File: src/design/psas_ram.sv
`timescale 1ns / 1ps
module psas_ram #(
  parameter int WIDTH = 8,
  parameter int DEPTH = 16,
  localparam int AW = (DEPTH > 1) ? $clog2(DEPTH) : 1
) (
  input  logic             clk,
  input  logic             we,
  input  logic [AW-1:0]    waddr,
  input  logic [WIDTH-1:0] wdata,
  input  logic [AW-1:0]    raddr,
  output logic [WIDTH-1:0] rdata
);

  logic [WIDTH-1:0] mem [DEPTH];

  always_ff @(posedge clk) begin
    if (we) begin
      mem[waddr] <= wdata;
    end
    rdata <= mem[raddr];
  end

endmodule

File: config.mk
export PLATFORM = sky130hd
export DESIGN_NAME = psas_ram
export DESIGN_NICKNAME = d
export VERILOG_FILES = /design/src/design/psas_ram.sv
export SDC_FILE = /design/constraint.sdc
export NUM_CORES = 1
export LEC_CHECK = 0
export BUFFER_PORTS_ARGS = -buffer_cell sky130_fd_sc_hd__buf_2
export CAP_MARGIN = 20
export CORE_MARGIN = 5
export CORE_UTILIZATION = 60
export CTS_CLUSTER_SIZE = 40
export DETAILED_ROUTE_END_ITERATION = 16
export PLACE_DENSITY = 0.84
export SLEW_MARGIN = 20
export SYNTH_ARGS = -nofsm -noshare
export SYNTH_HDL_FRONTEND = slang
export SYNTH_SLANG_ARGS = --single-unit
File: constraint.sdc
create_clock -name clk -period 2.6 [get_ports clk]
set_input_delay 0.52 -clock clk [delete_from_list [all_inputs] [get_ports clk]]
set_output_delay 0.52 -clock clk [all_outputs]
set_load 0.03 [all_outputs]
======== Word-level counts from Yosys, hierarchy flattened ========
Memories as Yosys holds them, arrays and structs flattened. A register that Yosys moved wholly into a read port is not among the register bits.
Cells that the tools add are included.
storage, ports and cells
  memories kept ........................... 1
  output and inout bits ................... 8
  input bits .............................. 18
  bits in writable memories ............... 128
  register bits after elaboration ......... 0
memories
  name  depth  bits a word  read ports  clocked after Yosys merged registers in  wr ports  RTL line  RTL
  mem   16     8            1           1                                        1         15        logic [WIDTH-1:0] mem [DEPTH];
cells by class
  mux-type cells .......................... 2
operators by type and width
  kind               count
  1-bit two-way mux  2

======== Logic depth before layout (Yosys ltp) ========
Gate-level depths: netlist of run 1.
  depth in word-level cells ............... 2
  gate-level depth with buffers ........... 5
  gate-level depth less buffers ........... 3

======== Worst setup path before layout of run 1 ========
OpenSTA, ideal clock, no wires.
  path type ............................... input-to-reg
  from .................................... input port waddr[2]
  to ...................................... memory mem[0][0], enable pin
  arrival time ............................ 1.630 ns
  cell stages on the path ................. 2
  setup slack ............................. 0.587 ns
  required time ........................... 2.217 ns
  buffers on the path ..................... 0
  cell sequence ........................... or3b_2 > nor3_1
RTL lines
  item                RTL line  RTL
  start: declaration  9         input logic [AW-1:0] waddr,
  end: declaration    15
Straight into the memory's write port.

======== Worst setup path after layout of run 1 ========
  from .................................... register rdata[2], read port of mem
  to ...................................... output port rdata[2]
RTL lines
  item                RTL line  RTL
  start: declaration  12        output logic [WIDTH-1:0] rdata
No word-level cell between the ends.

==> results of run 1 <==
metrics by stage:
| step | hold slack [ns] | cells | cell area, µm² |
|---|---|---|---|
| after floorplan | 0.619 | 229 | 5150 |
| after global placement | 0.641 | 366 | 5470 |
| after detailed placement | 0.658 | 366 | 5470 |
| after CTS | 0.366 | 398 | 6020 |
| after global routing | 0.382 | 398 | 6020 |
| final | 0.384 | 398 | 6020 |
state kept, by name, indices dropped and copies added, names as in the netlist:
name / flops
mem: 128
rdata: 8
logic make-up (layout without fill, tap and decap cells):
kind of cell / Yosys count / after routing / synth area share, %
buffers and inverters: 10 / 74 / 1.68
and+or+nand+nor: 35 / 35 / 3.18
AOI/OAI and AO/OA: 16 / 16 / 2.33
muxes: 32 / 32 / 15.0
DFF: 136 / 136 / 77.8
placed cells by master (no fill, tap or decap), types with 8 or more instances in the layout:
| cell | instances |
|---|---|
| clkbuf_16 | 16 |
| nor2_1 | 13 |
| buf_4 | 15 |
| nand2_1 | 9 |
| dfxtp_1 | 8 |
| mux4_2 | 18 |
| mux4_1 | 14 |
| edfxtp_1 | 128 |
| buf_2 | 25 |
| a22oi_1 | 16 |
routing by layer:
layer / global-route usage (%) / share of wire [%] / vias to the layer above
met5: 0 / 0 / -
met4: 6.96 / 1.3 / 0
met3: 6.16 / 7.6 / 14
met2: 34.8 / 51 / 144
met1: 31.6 / 40 / 1301
li1: - / - / 1077
layout make-up:
cell class | count | area share, %
flip-flops and latches | 136 | 66.5
repair buffers | 42 | 4.61
clock buffers | 19 | 7.00
well taps | 105 | 2.18
clock inverters | 13 | 2.16
multi-input cells | 83 | 17.6
power groups by stage:
stage	Clock, mW	Combinational [mW]	Sequential, mW
after global placement	0	0.243	2.51
after CTS	2.25	0.256	2.47
after detailed placement	0	0.251	2.51
final	2.21	0.254	2.47
after global routing	2.35	0.276	2.47
after floorplan	0	0.124	2.54
final timing paths:
path | end | slack (ns) | cells past startpoint
max reg2reg | rdata[0] | 1.24 | 3
min reg2reg | rdata[1] | 0.67 | 3
min | mem[5][7] | 0.38 | 1
max | rdata[2] | 1.04 | 1
==> results.json, run 1 <==
{
  "outcome": "completed",
  "grt_usage_pct": 22.4,
  "worstSetupStartpointType": "flop",
  "clk_pin_slew_ns": 0.06,
  "cp_slowest_cell": "dfxtp_1",
  "overflow": 0,
  "fp.dieH_um": 103,
  "synthFlopType": "edfxtp_1",
  "h-tree-depth": 4,
  "wl_per_cell_um": 26.2,
  "drive_gt1_share_pct": 30.7,
  "powerDensity_nw_per_um2": 819,
  "final_antenna_net_count": 0,
  "max_stage_delay_ns": 0.32,
  "initial_core_util_pct": 62.0,
  "dieArea_um2": 10500,
  "fin_skew_ns": 0.00620,
  "ys_ff_latch": 136,
  "synth_cell_types": 19,
  "seq_area_um2": 4000,
  "vias_per_cell": 6.37,
  "ys_warn_count": 0,
  "crit_family": "flip-flops",
  "rsz0062_at_grt": "false",
  "area_growth_pct": 17.0,
  "via_count": 2536,
  "worst_slack_ns": 1.04,
  "path_cells": "buf_2",
  "syn_inst": 229,
  "p_sw_share_pct": 20.9,
  "clkPwrFrac_pct": 44.8,
  "p_sw_mw": 1.03,
  "async_reset_ff_share_pct": 0,
  "grt_max_degree": 33,
  "worstSetupPathType": "reg2out",
  "drt_wl_total_mm": 10.4,
  "syn_area_per_cell_um2": 22.5,
  "cts_made_buffers": 17,
  "synth-edff-count": 128,
  "port_buffers": 25,
  "multi_input_area_um2": 1060,
  "cts_post_setup_buffers_inserted": 0,
  "power.total_mw": 4.93,
  "slew_headroom_pct": 39.3,
  "antenna_cells": 0,
  "firstDrtPassIters": 5,
  "fmax_ghz": 0.639,
  "cts_hold_buf": 0,
  "cp_max_fo": 1,
  "end_kind": "output port",
  "setup_viol": 0,
  "drc": 0,
  "finalWeightedCongestion": 0.753,
  "period_share_pct": 60.2,
  "synth_area_um2": 5150,
  "worst_slew_pin_slew_ns": 0.907,
  "hold_viol": 0,
  "rows": 33,
  "seq_power_share_pct": 50.0,
  "hold_class": "in2reg",
  "antenna_found_initial": 0,
  "yosysSeqAreaShare_pct": 77.8,
  "yosysMostFrequentCell": "edfxtp_1",
  "die_x_um": 103,
  "cellLeakagePower_nw": 2.05,
  "required_ns": 2.08,
  "cts-root-buf": "clkbuf_8",
  "place_ws_ns": 0.657,
  "synth_fp_nets": 247,
  "synth_common_cells": "edfxtp_1, mux4_2, a22oi_1",
  "comb_power_share_pct": 5.1,
  "layout.nets": 298,
  "insertion_delay_ns": 0.52,
  "reg2reg_from": "mem[1][0]",
  "vdd_drop_max_mv": 0.544,
  "slew_violations": 0,
  "drt_iter0_drc": 302,
  "grt_pass1_wl_mm": 16.0,
  "tns_ns": 0,
  "hpwl_mm": 5.87,
  "cts_sinks": 136,
  "worstPathArrival_ns": 1.04,
  "synthTopCellsByArea": "edfxtp_1, mux4_2, mux4_1, dfxtp_1, a22oi_1",
  "crit_buf_inv": 1,
  "coreArea_um2": 8300,
  "p_int_mw": 3.90,
  "final_util_pct": 72.6,
  "period_minus_slack_ns": 1.56,
  "cap_violations": 0,
  "critPathLaunch": "rdata[2]",
  "clk_path_buf_depth": 2,
  "hp-start": "wdata[7]",
  "yosys.area.top_type": "edfxtp_1",
  "synth.top_cell.area_share_pct": 74.7,
  "ios": 26,
  "ctsResizeCount": 0,
  "cts_tree": "yes",
  "first_global_vias": 2591,
  "n_fill_cell": 470
}
No activity file was read; power rests on OpenSTA's default activity.
==> run 2: changes to the inputs <==
==> constraint.sdc (replaced) <==
create_clock -name clk -period 1.5 [get_ports clk]
set_input_delay 0.3 -clock clk [delete_from_list [all_inputs] [get_ports clk]]
set_output_delay 0.3 -clock clk [all_outputs]
set_load 0.03 [all_outputs]
==> results.json, run 2 (synthesized netlist as in run 1, its figures left out) <==
{
  "outcome": "completed",
  "coreArea_um2": 8300,
  "period_share_pct": 94.9,
  "ios": 26,
  "multi_input_area_um2": 1070,
  "cts_made_buffers": 17,
  "final_antenna_net_count": 0,
  "cts_sinks": 136,
  "drt_wl_total_mm": 10.3,
  "grt_max_degree": 21,
  "reg2reg_from": "mem[2][2]",
  "holdPathStages": 1,
  "cts_tree": "yes",
  "worstSetupStartpointType": "flop",
  "drc": 0,
  "cp_slowest_cell": "dfxtp_1",
  "cts_hold_buf": 0,
  "firstDrtPassIters": 7,
  "grt_usage_pct": 22.0,
  "top_register": "mem",
  "antenna_cells": 0,
  "fin_skew_ns": 0.00842,
  "insertion_delay_ns": 0.53,
  "place_ws_ns": -0.229,
  "wl_per_cell_um": 25.0,
  "first_global_vias": 2652,
  "slew_headroom_pct": 47.2,
  "clk_pin_slew_ns": 0.06,
  "cellLeakagePower_nw": 2.18,
  "via_count": 2586,
  "cp_max_fo": 1,
  "crit_buf_inv": 1,
  "hp-start": "wdata[4]",
  "slew_violations": 0,
  "rows": 33,
  "r2r_slack_ns": 0.09,
  "setup_viol": 0,
  "vias_per_cell": 6.28,
  "drt_iter0_drc": 198,
  "hpwl_mm": 6.27,
  "min_to": "mem[13][4]",
  "rr_worst_depth": 3,
  "area_growth_pct": 21.4,
  "path_cells": "buf_2",
  "rr_endpoint": "rdata[2]",
  "whs_ns": 0.152,
  "powerDensity_nw_per_um2": 1470,
  "cts-root-buf": "clkbuf_8",
  "fmax_ghz": 0.703,
  "worstPathArrival_ns": 1.12,
  "power.total_mw": 9.18,
  "worst_slack_ns": 0.0771,
  "vdd_drop_max_mv": 0.909,
  "dieArea_um2": 10500,
  "seq_area_um2": 4000,
  "period_minus_slack_ns": 1.42,
  "ctsResizeCount": 0,
  "n_fill_cell": 420,
  "max_stage_delay_ns": 0.38,
  "hold_viol": 0,
  "rsz0062_at_grt": "false",
  "antenna_found_initial": 0,
  "finalWeightedCongestion": 0.809,
  "layout_common_cells": "edfxtp_1, buf_4, buf_2, mux4_2, clkbuf_16",
  "port_buffers": 25,
  "h-tree-depth": 4,
  "layout_commonest_cell": "edfxtp_1",
  "largest_reg_flops": 128,
  "drive_gt1_share_pct": 34.9,
  "clk_path_buf_depth": 2,
  "required_ns": 1.20,
  "worstSetupPathType": "reg2out",
  "cts_post_setup_buffers_inserted": 0,
  "fp.dieH_um": 103,
  "overflow": 0,
  "end_kind": "output port",
  "top_regs": "mem x128, rdata x8",
  "initial_core_util_pct": 62.0,
  "die_x_um": 103,
  "crit_family": "flip-flops",
  "worst_slew_pin_slew_ns": 0.790,
  "layout.nets": 312,
  "cap_violations": 0,
  "grt_pass1_wl_mm": 15.8,
  "hold_class": "in2reg"
}
run 2: changes by cell type in the layout (fill, tap and decap cells not counted), moves of 2 or more:
cell | previous run | this run
bufinv_16 | 2 | 5
buf_4 | 15 | 27
inv_6 | 1 | 3
clkinv_4 | 0 | 2
buf_12 | 2 | 4
clkinv_2 | 4 | 0
clkinvlp_4 | 5 | 3
run 2: worst max-delay path by stage:
stage / start / end / slack (ns) / cells past startpoint
2_1_floorplan: waddr[2] / mem[3][0] / -0.07 / 2
3_3_place_gp: raddr[0] / rdata[3] / -0.21 / 5
3_5_place_dp: raddr[0] / rdata[3] / -0.23 / 5
4_1_cts: rdata[1] / rdata[1] / 0.06 / 1
5_1_grt: mem[0][2] / rdata[2] / 0.02 / 3
6_report: rdata[1] / rdata[1] / 0.08 / 1
run 2: report_power, final:
part	total, mW	switching (mW)	internal [mW]	leakage, nW
Sequential	4.28	0.0285	4.25	1.22
Clock	4.43	1.55	2.88	0.300
Combinational	0.470	0.276	0.194	0.652
Total	9.18	1.86	7.32	2.18
run 2: per-stage QoR:
stage / util, % / area [µm²] / std cells / TNS [ns]
floorplan: - / 5150 / 229 / -1.98
global placement: 67.5 / 5610 / 380 / -2.31
detailed placement: 67.5 / 5610 / 380 / -3.83
CTS: 75.2 / 6240 / 412 / 0
global route: 75.3 / 6250 / 412 / 0
finish: 75.3 / 6250 / 412 / 0
run 2: layer usage:
| metal | part of all wire (%) | track usage, % | routed length, µm |
|---|---|---|---|
| met1 | 37 | 27.5 | 3810 |
| met5 | 0 | 0 | 0 |
| met2 | 51 | 36.6 | 5300 |
| met4 | 2.5 | 8.78 | 255 |
| met3 | 9.0 | 6.36 | 932 |
run 2: layout make-up:
class / count / share of cell area, %
Multi-Input combinational cell: 83 / 17.1
Sequential cell: 136 / 64.1
Tap cell: 105 / 2.10
Clock buffer: 18 / 6.69
Timing Repair Buffer: 56 / 6.53
Clock inverter: 14 / 3.52
==> run 3: changes to the inputs <==
--- a/config.mk
+++ b/config.mk
@@ -8,10 +8,11 @@
 export BUFFER_PORTS_ARGS = -buffer_cell sky130_fd_sc_hd__buf_2
 export CAP_MARGIN = 20
 export CORE_MARGIN = 5
-export CORE_UTILIZATION = 60
+export CORE_UTILIZATION = 61
 export CTS_CLUSTER_SIZE = 40
 export DETAILED_ROUTE_END_ITERATION = 16
-export PLACE_DENSITY = 0.84
+export PLACE_DENSITY = 0.85
+export REMOVE_ABC_BUFFERS = 1
 export SLEW_MARGIN = 20
 export SYNTH_ARGS = -nofsm -noshare
 export SYNTH_HDL_FRONTEND = slang
==> constraint.sdc (replaced) <==
create_clock -name clk -period 1.8 [get_ports clk]
set_input_delay 0.36 -clock clk [delete_from_list [all_inputs] [get_ports clk]]
set_output_delay 0.36 -clock clk [all_outputs]
set_load 0.03 [all_outputs]
==> results.json, run 3 (synthesized netlist as in run 1, its figures left out) <==
{
  "required_ns": 1.44,
  "rows": 33,
  "wl_per_cell_um": 24.4,
  "place_ws_ns": 0.0606,
  "grt_usage_pct": 21.5,
  "antenna_found_initial": 1,
  "comb_power_share_pct": 5.0,
  "ios": 26,
  "top_regs": "mem x128, rdata x8",
  "worstSetupStartpointType": "flop",
  "final_antenna_net_count": 0,
  "worstPathArrival_ns": 1.09,
  "overflow": 0,
  "design_area_um2": 6110,
  "period_minus_slack_ns": 1.45,
  "firstDrtPassIters": 4,
  "cts_post_setup_buffers_inserted": 0,
  "layout.nets": 302,
  "outcome": "completed",
  "cts_hold_buf": 0,
  "clk_path_buf_depth": 2,
  "cap_violations": 0,
  "cp_slowest_cell": "dfxtp_1",
  "drt_wl_total_mm": 9.79,
  "setup_viol": 0,
  "worst_slack_ns": 0.349,
  "crit_family": "flip-flops",
  "fin_skew_ns": 0.00824,
  "coreArea_um2": 8220,
  "cts_sinks": 136,
  "ctsResizeCount": 0,
  "die_x_um": 102,
  "hold_class": "in2reg",
  "tns_ns": 0,
  "p_int_mw": 5.81,
  "insertion_delay_ns": 0.51,
  "vdd_drop_max_mv": 0.736,
  "slew_violations": 0,
  "grt_pass1_wl_mm": 15.4,
  "seq_area_um2": 4000,
  "area_growth_pct": 18.6,
  "cts_tree": "yes",
  "rsz0062_at_grt": "false",
  "via_count": 2528,
  "finalWeightedCongestion": 0.744,
  "cts-root-buf": "clkbuf_8",
  "seq_power_share_pct": 48.7,
  "crit_buf_inv": 1,
  "layout_common_cells": "edfxtp_1, buf_2, mux4_2, buf_4",
  "drc": 0,
  "drive_gt1_share_pct": 32.3,
  "max_stage_delay_ns": 0.36,
  "layout_commonest_cell": "edfxtp_1",
  "n_fill_cell": 449,
  "vias_per_cell": 6.29,
  "fmax_ghz": 0.689,
  "whs_ns": 0.226,
  "worst_slew_pin_slew_ns": 0.405,
  "hpwl_mm": 5.86,
  "end_kind": "output port",
  "drt_iter0_drc": 166,
  "largest_reg_flops": 128,
  "antenna_cells": 0,
  "final_util_pct": 74.3,
  "clkPwrFrac_pct": 46.3,
  "powerDensity_nw_per_um2": 1200,
  "cp_max_fo": 1,
  "multi_input_area_um2": 1060,
  "p_sw_share_pct": 20.7,
  "top_register": "mem",
  "cts_made_buffers": 17,
  "h-tree-depth": 4,
  "p_sw_mw": 1.52,
  "cellLeakagePower_nw": 2.10,
  "grt_max_degree": 33,
  "worstSetupPathType": "reg2out",
  "fp.dieH_um": 102,
  "slew_headroom_pct": 73.0,
  "path_cells": "buf_2",
  "first_global_vias": 2741,
  "port_buffers": 25,
  "dieArea_um2": 10400,
  "post_dp_cell_area_um2": 5510,
  "period_share_pct": 80.6,
  "initial_core_util_pct": 62.6,
  "hold_viol": 0,
  "clk_pin_slew_ns": 0.06
}
==> run 3: changes by cell type in the layout (fill, tap and decap cells not counted) <==
cell / delta
clkinv_4: +2
bufinv_16: -2
clkinv_1: -1
nor3_1: +1
inv_6: -1
nor3_2: -1
a22oi_1: +1
buf_12: -1
buf_4: -9
a22oi_2: -1
clkinv_2: +2
==> run 3: worst paths after layout <==
kind	from	end	slack (ns)	cells after the start
max reg2reg	mem[9][5]	rdata[5]	0.37	3
min reg2reg	mem[11][1]	rdata[1]	0.70	3
min	wdata[7]	mem[13][7]	0.23	1
max	rdata[5]	rdata[5]	0.35	1
==> run 3: layout make-up <==
class	count	share of cell area (%)
clock buffers	18	6.84
clock inverters	14	2.87
well taps	105	2.15
flip-flops and latches	136	65.6
multi-input cells	83	17.3
repair buffers	46	5.25
==> run 3: stage by stage <==
step | total power, mW | std cells
floorplan | 3.81 | 219
global placement | 3.98 | 370
detailed placement | 3.99 | 370
global route | 7.57 | 402
CTS | 7.39 | 402
finish | 7.33 | 402
==> run 3: layer usage <==
layer	GRT usage (%)	part of all wire [%]	vias up
met5	0	0.14	-
met4	8.88	2.1	2
met3	8.12	9.2	19
met2	34.1	51	124
met1	27.3	38	1295
li1	-	-	1088
==> run 3: power groups by stage <==
stage	logic [mW]	registers, mW	clock network (mW)
floorplan	0.142	3.66	0
CTS	0.374	3.57	3.45
global route	0.398	3.57	3.60
finish	0.369	3.57	3.39
detailed placement	0.365	3.63	0
global placement	0.354	3.62	0
