==> config.mk <==
export PLATFORM = sky130hd
export DESIGN_NAME = psas_div
export DESIGN_NICKNAME = d
export VERILOG_FILES = /design/src/design/psas_div.sv
export SDC_FILE = /design/constraint.sdc
export NUM_CORES = 1
export LEC_CHECK = 0
export ABC_AREA = 1
export BUFFER_PORTS_ARGS = -buffer_cell sky130_fd_sc_hd__buf_2
export CAP_MARGIN = 10
export CORE_MARGIN = 3
export CORE_UTILIZATION = 47
export CTS_CLUSTER_DIAMETER = 50
export DETAILED_ROUTE_END_ITERATION = 7
export PLACE_DENSITY_LB_ADDON = 0.2
export SLEW_MARGIN = 20
export SYNTH_ARGS = -nofsm -noshare
export SYNTH_HDL_FRONTEND = slang
export SYNTH_SLANG_ARGS = --single-unit
==> constraint.sdc <==
create_clock -name clk -period 5.4 [get_ports clk]
set_input_delay 0 -clock clk [delete_from_list [all_inputs] [get_ports clk]]
set_output_delay 0 -clock clk [all_outputs]
set_load 0.01 [all_outputs]
==> src/design/psas_div.sv <==
`timescale 1ns / 1ps
module psas_div (
  input  logic        clk,
  input  logic        rst,
  input  logic        start,
  input  logic [39:0] num,
  input  logic [23:0] den,
  output logic        done,
  output logic [15:0] quo
);

  // Restoring division, one quotient bit per cycle. The caller guarantees
  // num < den * 2^16, so the upper part of num already sits below den.
  logic [23:0] rem;
  logic [23:0] dsr;
  logic [15:0] shreg;
  logic [4:0]  cnt;
  logic        busy;
  logic [24:0] trial;
  logic        fits;

  assign trial = {rem, shreg[15]};
  assign fits  = (trial >= {1'b0, dsr});
  assign quo   = shreg;

  always_ff @(posedge clk) begin
    if (rst) begin
      busy <= 1'b0;
      done <= 1'b0;
      cnt  <= '0;
    end else begin
      done <= 1'b0;
      if (start) begin
        busy <= 1'b1;
        cnt  <= 5'd16;
      end else if (busy) begin
        cnt <= cnt - 5'd1;
        if (cnt == 5'd1) begin
          busy <= 1'b0;
          done <= 1'b1;
        end
      end
    end
  end

  always_ff @(posedge clk) begin
    if (start) begin
      rem   <= num[39:16];
      shreg <= num[15:0];
      dsr   <= den;
    end else if (busy) begin
      rem   <= fits ? 24'(trial - {1'b0, dsr}) : trial[23:0];
      shreg <= {shreg[14:0], fits};
    end
  end

endmodule

# Word level (Yosys, flattened, before mapping)
# Index checks and enable logic that the tools add are counted.
[word_totals] register_bits=71 input_bits=67 output_inout_bits=17 wordCells=26
[op_classes] n_addsub=2 magnitude_cmp=1 eq_ne=1 muxes=11 bitwise=1 n_reduce_logical=3
[ops] cell="24-bit two-way mux" n=3
[ops] cell="16-bit two-way mux" n=2
[ops] cell="25-bit by 24-bit greater-or-equal comparator with 1-bit output" n=1
[ops] cell="24-bit subtractor" n=1
[ops] cell="5-bit two-way mux" n=2
[ops] cell="5-bit by 1-bit equality test with 1-bit output (second input constant)" n=1
[ops] cell="5-bit by 1-bit subtractor with 5-bit output (second input constant)" n=1
[ops] cell="1-bit two-way mux" n=4
[ops] cell="3-bit OR reduction" n=1
[ops] cell="2-bit nonzero test" n=1
[ops] cell="2-bit OR reduction" n=1
[ops] cell="1-bit NOT" n=1

# Depth between registers and ports, before layout
# Gate-level depths: netlist of the first run.
[depth] ltp_word=4 mapped_depth=16 ltp_nobuf=16

# Least setup slack after synthesis of the first run
# OpenSTA, ideal clock, no wires.
[synth_timing] kind="register to register" from="register shreg[15] (netlist: quo[15])" to="register rem[12], data pin" arrival_time_ns=1.876 t_required_ns=5.147 path_slack_ns=3.271 stages_incl_launch_ff=16 cell_sequence="edfxtp_1 > inv_1 > ha_1 > inv_1 > fa_1 > nand2_1 > nand3_1 > and2_1 > nand2_1 > nand2_1 > nand2_1 > nand3b_1 > nand2_1 > nand2_1 > nand3_1 > nand2_1"
[synth_via] elab_chain_cells=4 elab_cells_between_ends=5
[synth_lines] item="start: declaration" line_no="16" rtl="logic [15:0] shreg;"
[synth_lines] item="start signal: assignment" line_no="49" rtl="shreg <= num[15:0];"
[synth_lines] item="start signal: assignment" line_no="53" rtl="shreg <= {shreg[14:0], fits};"
[synth_lines] item="24-bit subtractor or 25-bit by 24-bit greater-or-equal comparator with 1-bit output (tied branches)" line_no="52, 23"
[synth_lines] item="24-bit two-way mux (*)" line_no="52" rtl="rem <= fits ? 24'(trial - {1'b0, dsr}) : trial[23:0];"
[synth_lines] item="24-bit two-way mux (*)" line_no="51" rtl="end else if (busy) begin"
[synth_lines] item="24-bit two-way mux (*)" line_no="47" rtl="if (start) begin"
[synth_lines] item="end signal: assignment" line_no="48" rtl="rem <= num[39:16];"
[synth_lines] item="end signal: assignment" line_no="52"
[synth_lines] item="end: declaration" line_no="14" rtl="logic [23:0] rem;"
# Mark *: on every way between the ends. The rest lies on a longest branch, timed or not. The select of a mux whose other input is x is not followed.
# A chain may end at the register's enable or synchronous reset.

# Worst setup path in the final report of the first run
[layout_timing] from="register rem[11]" to="register rem[16], data pin"
[layout_via] elab_chain_cells=4 elab_cells_between_ends=5
[layout_lines] item="24-bit subtractor or 25-bit by 24-bit greater-or-equal comparator with 1-bit output (tied branches)" line_no="52, 23"
[layout_lines] item="24-bit two-way mux (*)" line_no="52"
[layout_lines] item="24-bit two-way mux (*)" line_no="51"
[layout_lines] item="24-bit two-way mux (*)" line_no="47"
# Marked as above.

==> results of run 1 <==
## cell type report
class | count | share of cell area, %
clock buffers | 13 | 2.84
clock inverters | 3 | 0.333
inverters | 119 | 7.00
multi-input cells | 486 | 37.8
flip-flops and latches | 71 | 32.3
well taps | 136 | 2.67
repair buffers | 151 | 17.1
## how the worst min path moves through the flow
stage	start	endpoint	slack, ns	cells past startpoint
floorplan	rst	cnt[4]	0.07	1
global route	den[4]	dsr[4]	0.33	2
global placement	rst	cnt[4]	0.17	2
detailed placement	den[0]	dsr[0]	0.18	1
finish	start	dsr[8]	0.30	2
CTS	den[21]	dsr[21]	0.31	2
## layer usage
layer | wire [um] | vias to the layer above
met2 | 6200 | 152
met4 | 278 | 0
met5 | 0 | -
met3 | 913 | 21
li1 | - | 2461
met1 | 5960 | 2106
## registers in the layout, summed over array words and instances (netlist names)
signal and flops:
rem 24, dsr 24, busy 1, cnt 5, quo 16, done 1
## timing repair
| action | 4_1_cts | 5_1_grt |
|---|---|---|
| hold buffers | 65 | 0 |
| setup buffers | 0 | 0 |
| endpoints found under the hold margin | 66 | 0 |
## synthesized netlist by cell type (3+ instances only)
cell        n  area share, %
a21oi_1    16            1.6
buf_2       4           0.40
buf_6       3           0.67
clkbuf_1    7           0.52
dfxtp_1     7            2.8
edfxtp_1   64             38
ha_1       26            6.5
inv_1     116            8.7
nand2_1   289             22
nand3_1    49            4.9
nand3b_1   22            3.3
nand4_1     5           0.62
nor2_1     38            2.8
nor2_2      4           0.50
nor3_1      4           0.40
o21ai_0     3           0.30
xnor2_1     7            1.2
## kinds of logic after synthesis
group	count (synthesis)	share of synthesized area (%)
compound gates	27	3.12
xor+xnor	9	1.57
fa+ha+maj	27	6.89
buf+inv	134	10.8
flops	71	41.1
simple gates	423	36.5
## power by group through the flow
stage          combinational, mW  sequential [mW]  clock, mW
6_report                   0.878            0.732      0.436
5_1_grt                    0.999            0.742      0.467
4_1_cts                    0.870            0.732      0.445
3_5_place_dp               0.831            0.742          0
3_3_place_gp               0.821            0.739          0
2_1_floorplan              0.638            0.740          0
==> run metrics, run 1 <==
Clk Latency, worst-skew pair 0.37 ns; total wire length 13.4 mm; clock skew 0.0106 ns; post-route setup slack about 2.6 ns; Boundary Pins 84; CP max stage delay 0.54 ns; Design Power between 2 and 2.5 mW; sequential area share after synthesis 41.1%; Clock Path Buffers 2; Max Freq 0.357 GHz; final std cells w/o fill between 900 and 1k; GRT met1 Usage a little under a third; Synth cell types 39; placed cell areas approximately 5500 sq um; worst slack, placed 2.57 ns; GPL Wtd Cong 0.986; final setup violating endpoints 0; most frequent cells in the layout 289 x nand2_1, 116 x inv_1, 83 x buf_2, 65 x dlygate4sd3_1, 64 x edfxtp_1; number of cells on the critical path 13; Die Area 11,900 sq um; Power Dens Cells 321 nW/um^2; RSZ-0062 raised after global routing no; H-tree depth 3; DRC 0; synthesized net count roughly 800; Multi-input gate area 2410 sq um; Leak approximately 3.3 nW; clock-pin slew on the worst setup and hold paths around 0.080 ns; r2r startpoint rem[11]; gr ovfl total 0; first-pass GRT wire length approximately 22 mm; worst hold slack between 0.3 and 0.4 ns; All-Layer GR Usage 23.5%; most common cell after layout, fill and taps aside nand2_1; Crit Path Class flip-flop to flip-flop; crit path max fanout 25; share of cells above drive strength 1 between 10 and 15%; mapped cell area 5010 sq um; Pre-antenna DRT Iters 5; post-route cell area 6380 sq um; net switching power 795 uW; number of fillers in the final layout 958; Die Y-Extent 109 um; Core Util, Final 61.5%; placed cell count 898; largest net degree at the start of global routing between 60 and 70; Routed wire per std cell roughly 14 um; clk sink count 71; slowest cell on the critical path nor2_4; Clk pwr share 21.3%; synthesized flop and latch total 71; met3 Use GR 4.58%; Logic pwr share 42.9%; Relative slew margins 52.1%; # rows 37; R2R setup slack between 2 and 3 ns; fin. max-slew vios 0; most used routing layer in global routing met2; status completed; met2 Usage GRT 38.9%; Pint roughly 1.3 mW; Worst Path Required 5.53 ns; Top FF cell, synth edfxtp_1; vias post-DR roughly 4.7k; Ys Warns 0; Avg Cell Area, Syn 7.26 sq um; Switching Fraction approximately 39%; Hold WC Path Type primary input to flip-flop; worst setup path start rem[11]; initial antenna violation count 0; R2R depth 13; CTS tree yes; Sequential Area 2060 sq um; die width about 110 um; Post-synth EDFFs 64; Sequential Power Share 35.8%; Root Buffer clkbuf_8; crit end category flip-flop; CTS Buf Count 9; final-report hold violation count 0; most used cell, CP nand2_1; vias in the first global route 4,653; Initial Util 48.4%; Syn Inst Count 691; maximum VDD drop around 0.16 mV; crit path time final 2.80 ns; Antenna diodes 0; Setup TNS 0 ns; fin nets around 930; CP top delay family simple AND/OR/NAND/NOR gates; fraction of registers with async set/reset 0%; number of port buffers 83; Post-CTS Resized 0; initial drt markers a little over 300; crit path to rem[16]; Core Footprint 10,400 sq um; DP Wirelength between 9 and 10 mm; R2R Path End rem[16]; worst path bufs/invs 1; cell chain of the critical path ha_1 -> nand2_1 -> inv_1 -> nand2_1 -> nand2_1 -> nand2_1 -> a21oi_2 -> nor2_4 -> nand2_4 -> nand2_1 -> nand2_1 -> nand2_1 -> nand2_1; Slew @ Worst Pin between 0.7 and 0.8 ns; vias per cell between 4 and 5; arrival time worst endpoint 2.93 ns; Final Cycle Share 51.9%; final antenna-violating net count 0; Area Overhead vs Synth 27.2%; Critical Path Start Type flip-flop; Max Cap Violations 0
Power figures use the tool's default switching activity.
==> inputs of run 2 (changes only) <==
==> constraint.sdc (replaced) <==
create_clock -name clk -period 2.5 [get_ports clk]
set_input_delay 0 -clock clk [delete_from_list [all_inputs] [get_ports clk]]
set_output_delay 0 -clock clk [all_outputs]
set_load 0.01 [all_outputs]
==> run 2 against run 1 <==
Compared with the run above: setup slack got worse by 2.5 ns; routed wire length increased by 6.9%; clock skew increased by 0.0052 ns; die area unchanged; power increased by 120%; cell count increased by 0.92%; largest power group unchanged; highest routed layer unchanged.
==> run metrics, run 2 (same netlist as run 1, synthesis figures left out) <==
Core Footprint 10,400 sq um (unchanged); most frequent cells in the layout 288 x nand2_1, 116 x inv_1, 83 x buf_2, 65 x dlygate4sd3_1, 64 x edfxtp_1; crit path max fanout 4 (-84%); All-Layer GR Usage 25.1% (+1.6 points); number of fillers in the final layout 959 (+0.10%); final setup violating endpoints 0 (unchanged); arrival time worst endpoint 2.51 ns (-0.42 ns); crit end category flip-flop; Critical Path Start Type flip-flop; initial drt markers 294 (-5.5%); # rows 37 (unchanged); Power Dens Cells 694 nW/um^2 (+120%); Sequential Area 2060 sq um (unchanged); clock-pin slew on the worst setup and hold paths 0.08 ns (about the same); DP Wirelength 10.1 mm (+9.2%); most used cell, CP nand2_1; final antenna-violating net count 0 (unchanged); fin. max-slew vios 0 (unchanged); Antenna diodes 0 (unchanged); Multi-input gate area 2430 sq um (+0.78%); Slew @ Worst Pin 0.734 ns (+0.0170 ns); CTS tree yes; Boundary Pins 84 (unchanged); gr ovfl total 0 (unchanged); GPL Wtd Cong 0.910 (-7.7%); Pre-antenna DRT Iters 5 (unchanged); Relative slew margins 51.1% (-1.0 points); cell chain of the critical path inv_1 -> ha_1 -> inv_1 -> fa_2 -> nand2_1 -> nand3_1 -> and2_2 -> nand2_1 -> nand2_2 -> nand2_1 -> nand3b_1 -> nand2_1 -> nand2_1 -> nand3_2 -> nand2_1; Design Power 4.48 mW (+120%); Die Y-Extent 109 um (unchanged); Post-CTS Setup Repair Bufs 0 (unchanged); slowest cell on the critical path fa_2; Clk Latency, worst-skew pair 0.38 ns (about the same); H-tree depth 3 (unchanged); status completed; vias post-DR 4,814 (+1.6%); CTS Buf Count 9 (unchanged); final std cells w/o fill 988 (+0.92%); initial antenna violation count 0 (unchanged); total wire length 14.3 mm (+6.9%); Die Area 11,900 sq um (unchanged); largest net degree at the start of global routing 66 (-1.5%); Max Freq 0.421 GHz (+18%); placed cell count 907 (+1.0%); Routed wire per std cell 14.4 um (+5.9%); fin nets 941 (+0.97%); Area Overhead vs Synth 28.7%; final-report hold violation count 0 (unchanged); Final Cycle Share 95.1% (+43 points); Crit Path Class flip-flop to flip-flop; most common cell after layout, fill and taps aside nand2_1; vias per cell 4.87 (+0.64%); worst slack, placed 0.0155 ns (-2.55 ns); clock skew 0.0158 ns (+0.00519 ns); first-pass GRT wire length 22.9 mm (+6.0%); crit path time final 2.38 ns (-0.426 ns); CP max stage delay 0.40 ns (-0.14 ns); Hold WC Path Type primary input to flip-flop; die width 109 um (unchanged); Clock Path Buffers 2 (unchanged); Initial Util 48.4% (unchanged); Max Cap Violations 0 (unchanged); share of cells above drive strength 1 15.6% (+1.8 points); Worst Hold Path Cells 5 (+3); vias in the first global route 4,764 (+2.4%); number of port buffers 83 (unchanged); Root Buffer clkbuf_8; Worst Path Required 2.64 ns (-2.89 ns); Leak 3.38 nW (+1.0%); post-route setup slack 0.124 ns (-2.47 ns); maximum VDD drop 0.423 mV (+160%); clk sink count 71 (unchanged); R2R depth 15 (+2); DRC 0 (unchanged)
run 2: critical path, delay by kind of cell (launching register included):
family / cells / cell delay, ns
buffers and inverters: 2 / 0.19
flip-flops: 1 / 0.39
adder cells (fa/ha/maj): 2 / 0.55
AND/OR/NAND/NOR: 11 / 1.00
run 2: per-layer routing:
metal  wire length, um  global-route usage (%)  vias to the layer above  share of wire [%]
li1                  -                       -                     2475                  -
met1              6430                    32.4                     2175                 45
met2              6630                    40.9                      144                 46
met3               896                    6.87                       20                6.3
met4               321                    8.19                        0                2.2
met5                 0                       0                        -                  0
run 2: worst paths after layout:
path / from / to / slack, ns
hold / removal: start / busy / 0.07
hold reg to reg: cnt[4] / cnt[4] / 0.47
setup / recovery: quo[15] / rem[12] / 0.12
setup reg to reg: quo[15] / rem[12] / 0.12
run 2: area by class of cell:
cell class                      instances  area share (%)
Timing Repair Buffer                  160            18.1
Sequential cell                        71            31.9
Multi-Input combinational cell        486            37.6
Tap cell                              136            2.64
Clock inverter                          7           0.853
Inverter                              119            6.92
Clock buffer                            9            1.92
run 2: power by group:
group,internal (mW),total [mW],leakage (nW),switching (mW)
Sequential,1.50,1.59,0.700,0.0869
Clock,0.368,0.881,0.0862,0.513
Combinational,0.779,2.01,2.59,1.23
run 2: metrics by stage:
| step | util, % | setup TNS [ns] | hold WS [ns] | cell area (sq um) |
|---|---|---|---|---|
| finish | 62.3 | 0 | 0.0702 | 6460 |
| global route | 62.3 | -0.0159 | 0.0988 | 6460 |
| CTS | 62.1 | 0 | 0.0354 | 6440 |
| detailed placement | 54.1 | 0 | 0.175 | 5610 |
| global placement | 54.1 | 0 | 0.171 | 5610 |
| floorplan | - | 0 | 0.0694 | 5010 |
run 2: what timing repair did:
action	CTS	global route
gates resized for setup	1	5
endpoints found under the hold margin	66	0
pin swaps	0	1
hold buffers	65	0
cloned	0	0
endpoints found under the setup margin	1	5
==> inputs of run 3 (changes only) <==
--- a/config.mk
+++ b/config.mk
@@ -9,7 +9,7 @@
 export BUFFER_PORTS_ARGS = -buffer_cell sky130_fd_sc_hd__buf_2
 export CAP_MARGIN = 10
 export CORE_MARGIN = 3
-export CORE_UTILIZATION = 47
+export CORE_UTILIZATION = 45
 export CTS_CLUSTER_DIAMETER = 50
 export DETAILED_ROUTE_END_ITERATION = 7
 export PLACE_DENSITY_LB_ADDON = 0.2
==> run 3 against run 2 <==
Compared with the run above: clock-buffer cell count grew 2; utilization shrank 1.3 points; worst hold slack gained 0.013 ns; via count shrank 0.17%; critical endpoint unchanged.
==> run metrics, run 3 (same netlist as run 1, synthesis figures left out) <==
CTS tree yes; crit end category flip-flop; Power Dens Cells 688 nW/um^2 (-0.83%); final antenna-violating net count 0 (unchanged); M1 WL 6.32 mm (-1.6%); Max Used Layer met4; Root Buffer clkbuf_8; final-report hold violation count 0 (unchanged); number of port buffers 83 (unchanged); Setup TNS 0 ns (unchanged); clock skew 0.0132 ns (-0.00267 ns); gr ovfl total 0 (unchanged); Area Overhead vs Synth 28.8% (about the same); Routed wire per std cell 14.1 um (-2.4%); Core Footprint 10,600 sq um (+2.2%); maximum VDD drop 0.583 mV (+38%); Max Cap Violations 0 (unchanged); Crit Path Class flip-flop to flip-flop; Pre-antenna DRT Iters 5 (unchanged); Critical Path Start Type flip-flop; # rows 37 (unchanged); routed length on met2 6.45 mm (-2.6%); arrival time worst endpoint 2.47 ns (-0.04 ns); die width 112 um (+2.1%); crit path time final 2.35 ns (-0.0290 ns); H-tree depth 3 (unchanged); fin. max-slew vios 0 (unchanged); CTS Buf Count 9 (unchanged); Relative slew margins 51.7% (+0.63 points); first-pass GRT wire length 23.3 mm (+2.1%); final setup violating endpoints 0 (unchanged); clock-pin slew on the worst setup and hold paths 0.08 ns (about the same); clk sink count 71 (unchanged); Clock Path Buffers 2 (unchanged); All-Layer GR Usage 23.2% (-1.9 points); largest net degree at the start of global routing 66 (unchanged); initial antenna violation count 0 (unchanged); GPL Wtd Cong 0.926 (+1.7%); initial drt markers 278 (-5.4%); total wire length 13.9 mm (-2.5%); vias per cell 4.87 (about the same); Boundary Pins 84 (unchanged); placed cell areas 5610 sq um (about the same); crit path max fanout 9 (+5); number of fillers in the final layout 982 (+2.4%); RSZ-0062 raised after global routing no; Max Freq 0.426 GHz (+1.2%); Hold WC Path Type primary input to flip-flop; WL met3 856 um (-4.5%); fin nets 940 (-0.11%); Die Area 12,400 sq um (+4.2%); Clk Latency, worst-skew pair 0.37 ns (about the same); Die Y-Extent 112 um (+2.1%); Initial Util 47.3% (-1.1 points); Worst Path Required 2.62 ns (-0.02 ns); Antenna diodes 0 (unchanged); Slew @ Worst Pin 0.724 ns (-0.00945 ns); Leak 3.38 nW (+0.16%); DP Wirelength 9.72 mm (-3.9%); Final Cycle Share 93.9% (-1.2 points); most frequent cells in the layout 286 x nand2_1, 116 x inv_1, 83 x buf_2, 65 x dlygate4sd3_1, 64 x edfxtp_1; share of cells above drive strength 1 15.5% (-0.099 points); vias in the first global route 4,969 (+4.3%); status completed; post-route cell area 6460 sq um (about the same); most common cell after layout, fill and taps aside nand2_1; vias post-DR 4,806 (-0.17%); DRC 0 (unchanged)
[run 3: changes by cell type in the layout (fill, tap and decap cells not counted), sizes merged]
cell      previous run  this run
buf                 95        94
clkbuf               9        11
clkinv               4         5
clkinvlp             2         1
inv                120       118
[run 3: metrics by stage]
stage / total power [mW] / std cells / util, % / hold slack (ns) / setup WS [ns]
2_1_floorplan: 2.98 / 691 / - / 0.0694 / 0.371
3_3_place_gp: 3.46 / 905 / 52.9 / 0.174 / 0.0588
3_5_place_dp: 3.48 / 905 / 52.9 / 0.178 / 0.0286
4_1_cts: 4.44 / 986 / 60.7 / 0.0792 / 0.0272
5_1_grt: 4.82 / 987 / 60.9 / 0.114 / 0.000776
6_report: 4.45 / 987 / 60.9 / 0.0828 / 0.153
[run 3: cell type report]
type / count / area, sq um / area share (%)
Clock buffer: 11 / 141 / 2.19
Clock inverter: 5 / 35.0 / 0.542
Inverter: 119 / 447 / 6.91
Multi-Input combinational cell: 486 / 2430 / 37.6
Sequential cell: 71 / 2060 / 31.9
Tap cell: 136 / 170 / 2.63
Timing Repair Buffer: 159 / 1170 / 18.2
[run 3: worst max-delay path: stages (launching register included)]
cell	delay (ns)
edfxtp_1	0.45
ha_1	0.41
nand2_2	0.16
inv_1	0.07
a21oi_2	0.17
a21oi_2	0.09
nor2_4	0.26
buf_4	0.22
nand3b_1	0.10
nand3_2	0.12
nand2_1	0.06
[run 3: timing repair]
| action | 4_1_cts | 5_1_grt |
|---|---|---|
| endpoints found under the setup margin | 0 | 9 |
| gates resized for setup | 0 | 8 |
| setup buffers | 0 | 1 |
| endpoints found under the hold margin | 66 | 0 |
| hold buffers | 65 | 0 |
[run 3: path summary, 6_finish.rpt]
path         startpoint      end  slack, ns  depth (start not counted)
max reg2reg     rem[15]  rem[12]       0.15                         10
min               start     busy       0.08                          5
min reg2reg      cnt[4]   cnt[4]       0.48                          2
max             rem[15]  rem[12]       0.15                         10
[run 3: power by group]
group / leakage [nW] / switching, mW / internal, mW
clock network: 0.0893 / 0.472 / 0.387
registers: 0.700 / 0.0846 / 1.50
logic: 2.59 / 1.22 / 0.781
total: 3.38 / 1.78 / 2.67
[run 3: routing by layer]
metal	track usage, %	vias to the layer above
met3	5.27	15
met4	8.35	0
met1	30.1	2182
met5	0	-
met2	38.2	138
li1	-	2471
